$ cat src/rtl/ofr_pkg.sv
// ----------------------------------------------------------------------------
// ofr_pkg
// Shared constants, types and the 5x7 font for the OLED text frame store.
// ----------------------------------------------------------------------------
package ofr_pkg;

	localparam int TEXT_COLUMNS = 21;
	localparam int FRAME_BYTES  = 1024;
	localparam int CHUNK_BYTES  = 16;

	localparam int PAGES       = 8;
	localparam int PAGE_COLS   = 128;
	localparam int GLYPH_COLS  = 5;
	localparam int CELL_PITCH  = 6;
	localparam int CMD_BYTES   = 3;
	localparam int CHUNK_IDX_W = 6;

	localparam int ADDR_W = $clog2(FRAME_BYTES);
	localparam int PUT_W  = $clog2(PAGES * PAGE_COLS);
	localparam int POS_W  = $clog2((1 << CHUNK_IDX_W) * CHUNK_BYTES);
	localparam int RD_W   = ((POS_W > ADDR_W) ? POS_W : ADDR_W) + 1;
	localparam int CNT_W  = (ADDR_W > 6) ? ADDR_W : 6;

	localparam logic [2:0] OP_CLEAR   = 3'd0;
	localparam logic [2:0] OP_PUT     = 3'd1;
	localparam logic [2:0] OP_START   = 3'd2;
	localparam logic [2:0] OP_STEP    = 3'd3;
	localparam logic [2:0] OP_PRESENT = 3'd4;
	localparam logic [2:0] OP_FAIL    = 3'd5;

	localparam logic [1:0] KIND_STATUS = 2'd0;
	localparam logic [1:0] KIND_CMD    = 2'd1;
	localparam logic [1:0] KIND_DATA   = 2'd2;

	localparam logic [7:0] PAGE_CMD   = 8'hB0;
	localparam logic [7:0] COL_HI_CMD = 8'h10;

	typedef enum logic [1:0] {
		ACT_STATUS,
		ACT_CLEAR,
		ACT_PUT,
		ACT_STEP
	} act_t;

	typedef enum logic [5:0] {
		ST_INIT   = 6'b000001,
		ST_IDLE   = 6'b000010,
		ST_STATUS = 6'b000100,
		ST_CLEAR  = 6'b001000,
		ST_PUT    = 6'b010000,
		ST_STEP   = 6'b100000
	} state_t;

	typedef struct packed {
		logic load;
		logic clr_wr;
		logic put_wr;
		logic step_run;
		logic emit_status;
	} ofr_cmd_t;

	typedef struct packed {
		act_t act;
		logic clr_last;
		logic put_last;
		logic step_last;
	} ofr_stat_t;

	// One pixel column of the glyph for a character code.
	function automatic logic [7:0] font_column(input logic [7:0] code, input logic [2:0] col);
		logic [7:0]  c;
		logic [39:0] g;
		logic [7:0]  r;
		c = code;
		if (c >= 8'h61 && c <= 8'h7A) begin
			c = c - 8'h20;
		end
		case (c)
			8'h30: g = 40'h3E_51_49_45_3E;
			8'h31: g = 40'h00_42_7F_40_00;
			8'h32: g = 40'h42_61_51_49_46;
			8'h33: g = 40'h21_41_45_4B_31;
			8'h34: g = 40'h18_14_12_7F_10;
			8'h35: g = 40'h27_45_45_45_39;
			8'h36: g = 40'h3C_4A_49_49_30;
			8'h37: g = 40'h01_71_09_05_03;
			8'h38: g = 40'h36_49_49_49_36;
			8'h39: g = 40'h06_49_49_29_1E;
			8'h41: g = 40'h7E_11_11_11_7E;
			8'h42: g = 40'h7F_49_49_49_36;
			8'h43: g = 40'h3E_41_41_41_22;
			8'h44: g = 40'h7F_41_41_22_1C;
			8'h45: g = 40'h7F_49_49_49_41;
			8'h46: g = 40'h7F_09_09_09_01;
			8'h47: g = 40'h3E_41_49_49_7A;
			8'h48: g = 40'h7F_08_08_08_7F;
			8'h49: g = 40'h00_41_7F_41_00;
			8'h4A: g = 40'h20_40_41_3F_01;
			8'h4B: g = 40'h7F_08_14_22_41;
			8'h4C: g = 40'h7F_40_40_40_40;
			8'h4D: g = 40'h7F_02_0C_02_7F;
			8'h4E: g = 40'h7F_04_08_10_7F;
			8'h4F: g = 40'h3E_41_41_41_3E;
			8'h50: g = 40'h7F_09_09_09_06;
			8'h51: g = 40'h3E_41_51_21_5E;
			8'h52: g = 40'h7F_09_19_29_46;
			8'h53: g = 40'h46_49_49_49_31;
			8'h54: g = 40'h01_01_7F_01_01;
			8'h55: g = 40'h3F_40_40_40_3F;
			8'h56: g = 40'h1F_20_40_20_1F;
			8'h57: g = 40'h3F_40_38_40_3F;
			8'h58: g = 40'h63_14_08_14_63;
			8'h59: g = 40'h07_08_70_08_07;
			8'h5A: g = 40'h61_51_49_45_43;
			8'h20: g = 40'h00_00_00_00_00;
			8'h2D: g = 40'h08_08_08_08_08;
			8'h5F: g = 40'h40_40_40_40_40;
			8'h2B: g = 40'h08_08_3E_08_08;
			8'h2E: g = 40'h00_00_60_00_00;
			8'h3A: g = 40'h00_00_36_00_00;
			8'h2F: g = 40'h40_20_10_08_04;
			default: g = 40'h7F_41_41_41_7F;
		endcase
		case (col)
			3'd0: r = g[39:32];
			3'd1: r = g[31:24];
			3'd2: r = g[23:16];
			3'd3: r = g[15:8];
			default: r = g[7:0];
		endcase
		return r;
	endfunction

endpackage

$ cat src/rtl/ofr_ctrl.sv
// ----------------------------------------------------------------------------
// ofr_ctrl
// Sequencer: takes a request, then steps the datapath through the clear
// sweep, the glyph write or the refresh burst.
// ----------------------------------------------------------------------------
module ofr_ctrl
	import ofr_pkg::*;
(
	input  logic      clk,
	input  logic      arst_n,
	input  logic      start,
	input  ofr_stat_t stat,
	output ofr_cmd_t  cmd,
	output logic      busy
);

	state_t state_q, state_d;

	always_ff @(posedge clk or negedge arst_n) begin
		if (!arst_n) begin
			state_q <= ST_INIT;
		end else begin
			state_q <= state_d;
		end
	end

	always_comb begin
		state_d = state_q;
		cmd     = '0;
		unique case (state_q)
			ST_INIT: begin
				// The frame store is swept to zero once after reset.
				cmd.clr_wr = 1'b1;
				if (stat.clr_last) begin
					state_d = ST_IDLE;
				end
			end
			ST_IDLE: begin
				if (start) begin
					cmd.load = 1'b1;
					unique case (stat.act)
						ACT_CLEAR: state_d = ST_CLEAR;
						ACT_PUT:   state_d = ST_PUT;
						ACT_STEP:  state_d = ST_STEP;
						default:   state_d = ST_STATUS;
					endcase
				end
			end
			ST_STATUS: begin
				cmd.emit_status = 1'b1;
				state_d         = ST_IDLE;
			end
			ST_CLEAR: begin
				cmd.clr_wr = 1'b1;
				if (stat.clr_last) begin
					state_d = ST_STATUS;
				end
			end
			ST_PUT: begin
				cmd.put_wr = 1'b1;
				if (stat.put_last) begin
					state_d = ST_STATUS;
				end
			end
			ST_STEP: begin
				cmd.step_run = 1'b1;
				if (stat.step_last) begin
					state_d = ST_IDLE;
				end
			end
			default: begin
				state_d = ST_INIT;
			end
		endcase
	end

	assign busy = (state_q != ST_IDLE);

endmodule

$ cat config.mk
export PLATFORM = sky130hd
export DESIGN_NAME = ofr_ctrl
export DESIGN_NICKNAME = d
export VERILOG_FILES = /design/src/rtl/ofr_pkg.sv /design/src/rtl/ofr_ctrl.sv
export SDC_FILE = /design/constraint.sdc
export NUM_CORES = 1
export LEC_CHECK = 0
export BUFFER_PORTS_ARGS = -buffer_cell sky130_fd_sc_hd__buf_4
export CORE_MARGIN = 2
export CORE_UTILIZATION = 35
export DETAILED_ROUTE_END_ITERATION = 10
export SYNTH_ARGS = -nofsm -noshare
export SYNTH_HDL_FRONTEND = slang
export SYNTH_SLANG_ARGS = --single-unit
$ cat constraint.sdc
create_clock -name clk -period 2 [get_ports clk]
set_input_delay 0.4 -clock clk [delete_from_list [all_inputs] [get_ports clk]]
set_output_delay 0.4 -clock clk [all_outputs]
set_load 0.05 [all_outputs]
Yosys cells after proc, flatten, opt, wreduce, memory -nomap -nowiden
Index checks and enable logic that the tools add are counted.
{ "op_classes": {"n_eq_ne": 15, "n_mux": 13, "n_reduce_logical": 2} }
{ "op_table": {"columns": ["op", "count"], "rows": [
  ["$pmux W6 S6", 1],
  ["$mux W6", 5],
  ["$pmux W6 S3", 1],
  ["$ne A2 B2 Y1 const B", 5],
  ["$eq A6 B1 Y1 const B", 1],
  ["$eq A6 B2 Y1 const B", 1],
  ["$eq A6 B3 Y1 const B", 1],
  ["$eq A6 B4 Y1 const B", 1],
  ["$eq A6 B5 Y1 const B", 1],
  ["$eq A6 B6 Y1 const B", 1],
  ["$mux W1", 6],
  ["$ne A6 B2 Y1 const B", 1],
  ["$reduce_and A5 Y1", 1],
  ["$eq A2 B2 Y1 const B", 2],
  ["$eq A2 B1 Y1 const B", 1],
  ["$reduce_or A2 Y1", 1]
]} }
{ "totals": {"regBits": 6, "inputBits": 8} }

Depth between registers and ports, before layout
Gate-level depths: netlist of run 1.
{ "logic_depth": {"depth_word": 4, "mapped_depth": 5, "ltp_nobuf": 4} }

Worst setup path before layout of run 1
OpenSTA, ideal clock, no wires.
{ "synth_timing": {"path_kind": "reg2out", "from": "register state_q[5]", "to": "output port cmd[0] (netlist name)", "arrival_time_ns": 2.295, "required_ns": 1.600, "slack_ns": -0.695, "path_stages_with_launch": 3, "n_path_buf": 0, "path_cell_list": "dfrtp_1 or2_2 nor4_1"} }
{ "synth_lines": {"columns": ["element", "line_no", "rtl"], "rows": [
  ["from (decl)", "ofr_ctrl.sv:17", "state_t state_q, state_d;"],
  ["from (signal assigned)", "ofr_ctrl.sv:23", "state_q <= state_d;"],
  ["to (decl)", "ofr_ctrl.sv:13", "output ofr_cmd_t cmd,"]
]} }

==> results.yml, run 1 <==
status:
  status: "complete, no violations"
grt:
  grt_pass1_vias: 413
  grt_max_degree: 11
  grt_pass1_wl_um: 1730
  overflow: 0
  grt_usage: 0.135
  antenna_found_initial: 0
placed_design:
  gp_congestion: 0.763
  dp_hpwl_um: 878
  io_buffer_count: 13
  dpl_cell_area_sq_um: 607
  place_ws_ns: 0.233
logic_synthesis:
  synth-seq-cells: 6
  async_flop_share: 1.00
  synth_area_sq_um: 492
  synth_warnings: 0
  synth_ff_type: "dfrtp_1"
  synth-edff-count: 0
  syn_inst: 53
  syn_avg_cell_area_sq_um: 9.28
  synth_cell_types: 30
  synth_nets: 61
  ys_seq_area_frac: 0.308
die:
  rows: 13
  fp.dieArea_sq_um: 1720
  start_util: 0.378
  fp.dieW_um: 41.5
  core_sq_um: 1300
  die-height_um: 41.5
  ios: 14
final_layout:
  reg_top3: "state_q (6)"
  largest-register: "state_q"
  stdcell_area_sq_um: 709
  largest_reg_flops: 6
  drive_above_1_share: 0.575
  final_cell_mix: "16 x buf_4, 6 x nor2_1, 4 x dfrtp_2"
  area_growth_pct: 44.3
  final_common_cell: "buf_4"
  post-route-util: 0.545
  antenna_cells: 0
  finalNetCount: 82
  fillCellCount: 132
sta:
  hold_violations: 0
  setup_ws_ns: 0.0337
  setup_viol: 0
  min_period_ns: 1.97
  holdWs_ns: 0.390
  setup_tns_ns: 0
  fin_skew_ns: 0.00647
  rsz0062_at_grt: "true"
  maxSlewViolCount: 0
  min_period_over_period: 0.983
  worst_slew_pin_slew_ns: 0.315
  fmax_mhz: 509
  relSlewSlack: 0.789
clock_tree:
  cts_sinks: 6
  clk-insertion-delay-late_ns: 0.24
  cts-buffers-inserted: 3
  h-tree-depth: 1
  clk_pin_slew_ns: 0.05
  clockRootBuffer: "clkbuf_4"
  cts_tree: "done"
  cts_buffer_depth: 2
critical_path:
  r2r-start: "state_q[0]"
  worst_setup_path_start_kind: "register"
  crit_buf_inv: 1
  cp_top_family: "simple AND/OR/NAND/NOR gates"
  cp-end-kind: "output pin"
  crit_start: "state_q[2]"
  crit_arrival_ns: 1.57
  crit_type: "register to output pin"
  worstPathRequired_ns: 1.60
  slowest_stage: "dfrtp_2"
  worst-path-max-fanout: 7
  cp_cell_sequence: "nor4_4 > and2b_1 > and3_4 > buf_8"
  cpPeakStageDelay_ns: 0.46
power:
  ir_worst_vdd_mv: 0.820
  p_leak_uw: 0.000304
  powerDensity_nw_per_um2: 1240
hold_path:
  hold_start: "start"
  hp-class: "input port to register"
run:
  cap_violations: 0
route:
  drt-total-wl_um: 1200
  first_pass_iters: 4
  vias_per_cell: 5.45
  vias: 480
  drt_iter0_markers: 6
  drc: 0
  wl_per_cell_um: 13.6
  ant_nets: 0
==> power by group <==
part,internal (uW),switching (uW)
Sequential,162,57.5
Clock,75.3,39.6
Combinational,234,310
Total,471,407
==> final timing paths <==
| kind | to | slack, ns | depth (start not counted) |
|---|---|---|---|
| setup reg to reg | state_q[1] | 0.42 | 4 |
| setup / recovery | cmd[4] | 0.03 | 4 |
| hold / removal | state_q[1] | 0.39 | 2 |
| hold reg to reg | state_q[0] | 0.68 | 2 |
| min in group asynchronous | state_q[2] | 0.50 | 2 |
| max in group asynchronous | state_q[0] | 1.29 | 2 |
==> kinds of logic after synthesis <==
kind of cell | after synthesis | share of synthesized area
XOR/XNOR | 3 | 0.0534
AO/OA/AOI/OAI | 13 | 0.216
buffers and inverters | 5 | 0.0763
flip-flops | 6 | 0.308
AND/OR/NAND/NOR | 26 | 0.346
==> cell type report <==
class	instances	area (sq um)	area share
Multi-Input combinational cell	42	337	0.474
Timing Repair Buffer	20	168	0.236
Sequential cell	6	156	0.220
Clock buffer	4	26.3	0.0370
Tap cell	15	18.8	0.0265
Inverter	1	3.75	0.00529
==> stage by stage <==
step	total power (uW)	std cells
3_3_place_gp	715	79
2_1_floorplan	622	53
3_5_place_dp	713	79
6_report	878	88
4_1_cts	841	84
5_1_grt	947	88
==> Yosys cell counts, types with 2 or more instances <==
cell type	number	area, sq um
a21oi_1	2	10.0
a31o_2	2	17.5
buf_4	3	22.5
dfrtp_1	5	125
nand2_1	2	7.51
nand2b_1	3	18.8
nor2_1	8	30.0
nor3_1	2	10.0
nor3_2	3	30.0
nor4_1	2	12.5
xnor2_1	2	17.5
==> per-layer routing <==
| metal | vias to the layer above | global-route usage | part of all wire |
|---|---|---|---|
| met5 | - | 0 | 0 |
| met1 | 231 | 0.171 | 0.45 |
| met4 | 0 | 0.116 | 0.0083 |
| li1 | 235 | - | - |
| met2 | 12 | 0.194 | 0.51 |
| met3 | 2 | 0.0261 | 0.034 |
==> timing repair <==
item	CTS	global route
pin swaps	0	2
setup endpoints to repair	3	4
gates resized for setup	3	9
hold buffers	1	0
hold endpoints to repair	5	0
buffers inserted	0	4
No activity file was read; power rests on OpenSTA's default activity.
==> inputs of run 2 (changes only) <==
Settings changed: ABC_AREA set to 1.
==> run 2 against run 1 <==
Net effect: sequential power decreased by 7%; final area is 11% lower; utilization decreased by 5.6 points; via count shrank 4.0%; area after synthesis is 3.8% lower; synthesized cell count up 30%; fmax grew 10%; die area decreased by 3.4%; largest cell class unchanged; register-to-register slack better by 0.30 ns; worst hold slack got worse by 0.051 ns; wire length down 21%.
==> results.yml, run 2 <==
placed_design:
  dpl_cell_area_sq_um: 592
  io_buffer_count: 13
  dp_hpwl_um: 804
  gp_congestion: 0.764
  place_ws_ns: 0.466
die:
  fp.dieW_um: 40.8
  die-height_um: 40.8
  start_util: 0.368
  fp.dieArea_sq_um: 1660
  rows: 13
  ios: 14
  core_sq_um: 1280
route:
  drc: 0
  vias_per_cell: 4.52
  drt-total-wl_um: 941
  first_pass_iters: 2
  wl_per_cell_um: 9.23
  ant_nets: 0
  drt_iter0_markers: 5
  vias: 461
critical_path:
  worst_setup_path_start_kind: "register"
  cp-endpoint: "cmd[3]"
  crit_type: "register to output pin"
  crit_start: "state_q[0]"
  crit_arrival_ns: 1.38
  worstPathRequired_ns: 1.60
  worst-path-max-fanout: 3
  cpPeakStageDelay_ns: 0.57
  r2r_slack_ns: 0.72
  rr_worst_depth: 7
  r2r-start: "state_q[0]"
  cp-end-kind: "output pin"
  slowest_stage: "dfstp_2"
  cp_cell_sequence: "inv_2 > nor2_1 > nand3_1 > nand2_2 > buf_4"
  reg2reg_to: "state_q[3]"
logic_synthesis:
  synth_top_cell_area_share: 0.265
  synth-edff-count: 0
  synth_top_family_by_area: "simple AND/OR/NAND/NOR gates"
  yosysTopAreaCell: "dfrtp_1"
  syn_inst: 69
  synth_ff_type: "dfrtp_1"
  synth_nets: 77
  syn_avg_cell_area_sq_um: 6.85
  async_flop_share: 1.00
  synth_area_sq_um: 473
  synth-seq-cells: 6
  synthXorXnorAreaFrac: 0
  synth_warnings: 0
  synth_mux_area_frac: 0
  yosysMostFrequentCell: "nand2_1"
  synth.area.top_cells: "dfrtp_1 26%, nand2_1 9.5%, nor2_4 9.5%, inv_1 8.7%, nand3_1 7.4%"
  yosys.area_share.adder: 0
  yosys.area_share.simple: 0.508
  synth_common_cells: "12 x nand2_1, 11 x inv_1, 9 x nor2_1"
  synth_compound_area_frac: 0.0529
  synth_cell_types: 17
  ys_seq_area_frac: 0.320
clock_tree:
  clk-insertion-delay-late_ns: 0.24
  cts_buffer_depth: 2
  cts-buffers-inserted: 3
  clk_pin_slew_ns: 0.04
  cts.hold.buffers_added: 1
  cts_setup_buffers: 0
  cts_tree: "done"
  clockRootBuffer: "clkbuf_4"
  cts_sinks: 6
  h-tree-depth: 1
  cts.repair.resized: 0
power:
  powerDensity_nw_per_um2: 1270
  power_frac_comb: 0.596
  switching_share: 0.508
  p_leak_uw: 0.000369
  power_switching_uw: 404
  p_seq_frac: 0.257
  intPower_uw: 391
  ir_worst_vdd_mv: 0.642
  power_frac_clock: 0.147
sta:
  hold_violations: 0
  setup_ws_ns: 0.217
  setup_tns_ns: 0
  rsz0062_at_grt: "false"
  maxSlewViolCount: 0
  fin_skew_ns: 0.00447
  setup_viol: 0
  min_period_over_period: 0.892
  relSlewSlack: 0.888
  min_period_ns: 1.78
  fmax_mhz: 561
  worst_slew_pin_slew_ns: 0.168
final_layout:
  finalNetCount: 96
  final_common_cell: "buf_4"
  largest_reg_flops: 6
  largest-register: "state_q"
  antenna_cells: 0
  area_growth_pct: 32.8
  stdcell_area_sq_um: 628
  reg_top3: "state_q (6)"
  fillCellCount: 128
  final_cell_mix: "13 x buf_4, 12 x nand2_1, 11 x inv_1"
  drive_above_1_share: 0.368
grt:
  overflow: 0
  grt_max_degree: 7
  grt_pass1_wl_um: 1480
  antenna_found_initial: 0
  grt_pass1_vias: 379
  grt_usage: 0.143
hold_path:
  hp-class: "input port to register"
run:
  cap_violations: 0
status:
  status: "complete, no violations"
run 2: layer usage:
layer | wire, um | vias up | share of wire | GRT usage
met2 | 473 | 11 | 0.50 | 0.246
met5 | 0 | - | 0 | 0
li1 | - | 252 | - | -
met3 | 49 | 0 | 0.052 | 0.0489
met1 | 418 | 198 | 0.44 | 0.163
met4 | 0 | 0 | 0 | 0.0500
run 2: worst min-delay path by stage:
stage,start,end,slack [ns],depth (start not counted)
6_report,stat[2],state_q[0],0.34,2
3_3_place_gp,arst_n,state_q[2],0.21,1
3_5_place_dp,arst_n,state_q[2],0.21,1
5_1_grt,stat[2],state_q[0],0.33,2
4_1_cts,stat[2],state_q[0],0.34,2
2_1_floorplan,arst_n,state_q[1],0.10,0
run 2: cell families (layout without fill, tap and decap cells):
logic type | count (synthesis) | after routing
AO/OA/AOI/OAI | 5 | 5
buffers and inverters | 15 | 33
flip-flops | 6 | 6
AND/OR/NAND/NOR | 43 | 43
run 2: worst max-delay path, delay by kind of cell, from the launching register on:
kind	cells	cell delay, ns
AND/OR/NAND/NOR	3	0.33
buffers and inverters	2	0.24
flip-flops	1	0.57
run 2: layout make-up:
cell class	instances	area, sq um	share of cell area
Multi-Input combinational cell	48	268	0.426
Inverter	15	56.3	0.0896
Tap cell	15	18.8	0.0299
Sequential cell	6	151	0.241
Timing Repair Buffer	14	108	0.171
Clock buffer	4	26.3	0.0418
run 2: power by group through the flow:
stage	Sequential (uW)	Combinational, uW	Clock, uW
after floorplan	202	370	0
after global placement	205	477	0
after detailed placement	206	475	0
after CTS	204	478	122
after global routing	210	521	136
final	204	474	117
run 2: stage by stage:
| stage | util | hold WS [ns] | power, uW | cells |
|---|---|---|---|---|
| final | 0.489 | 0.339 | 795 | 102 |
| after global routing | 0.489 | 0.329 | 867 | 102 |
| after CTS | 0.489 | 0.335 | 804 | 102 |
| after detailed placement | 0.461 | 0.208 | 681 | 97 |
| after global placement | 0.461 | 0.208 | 683 | 97 |
| after floorplan | - | 0.104 | 571 | 69 |
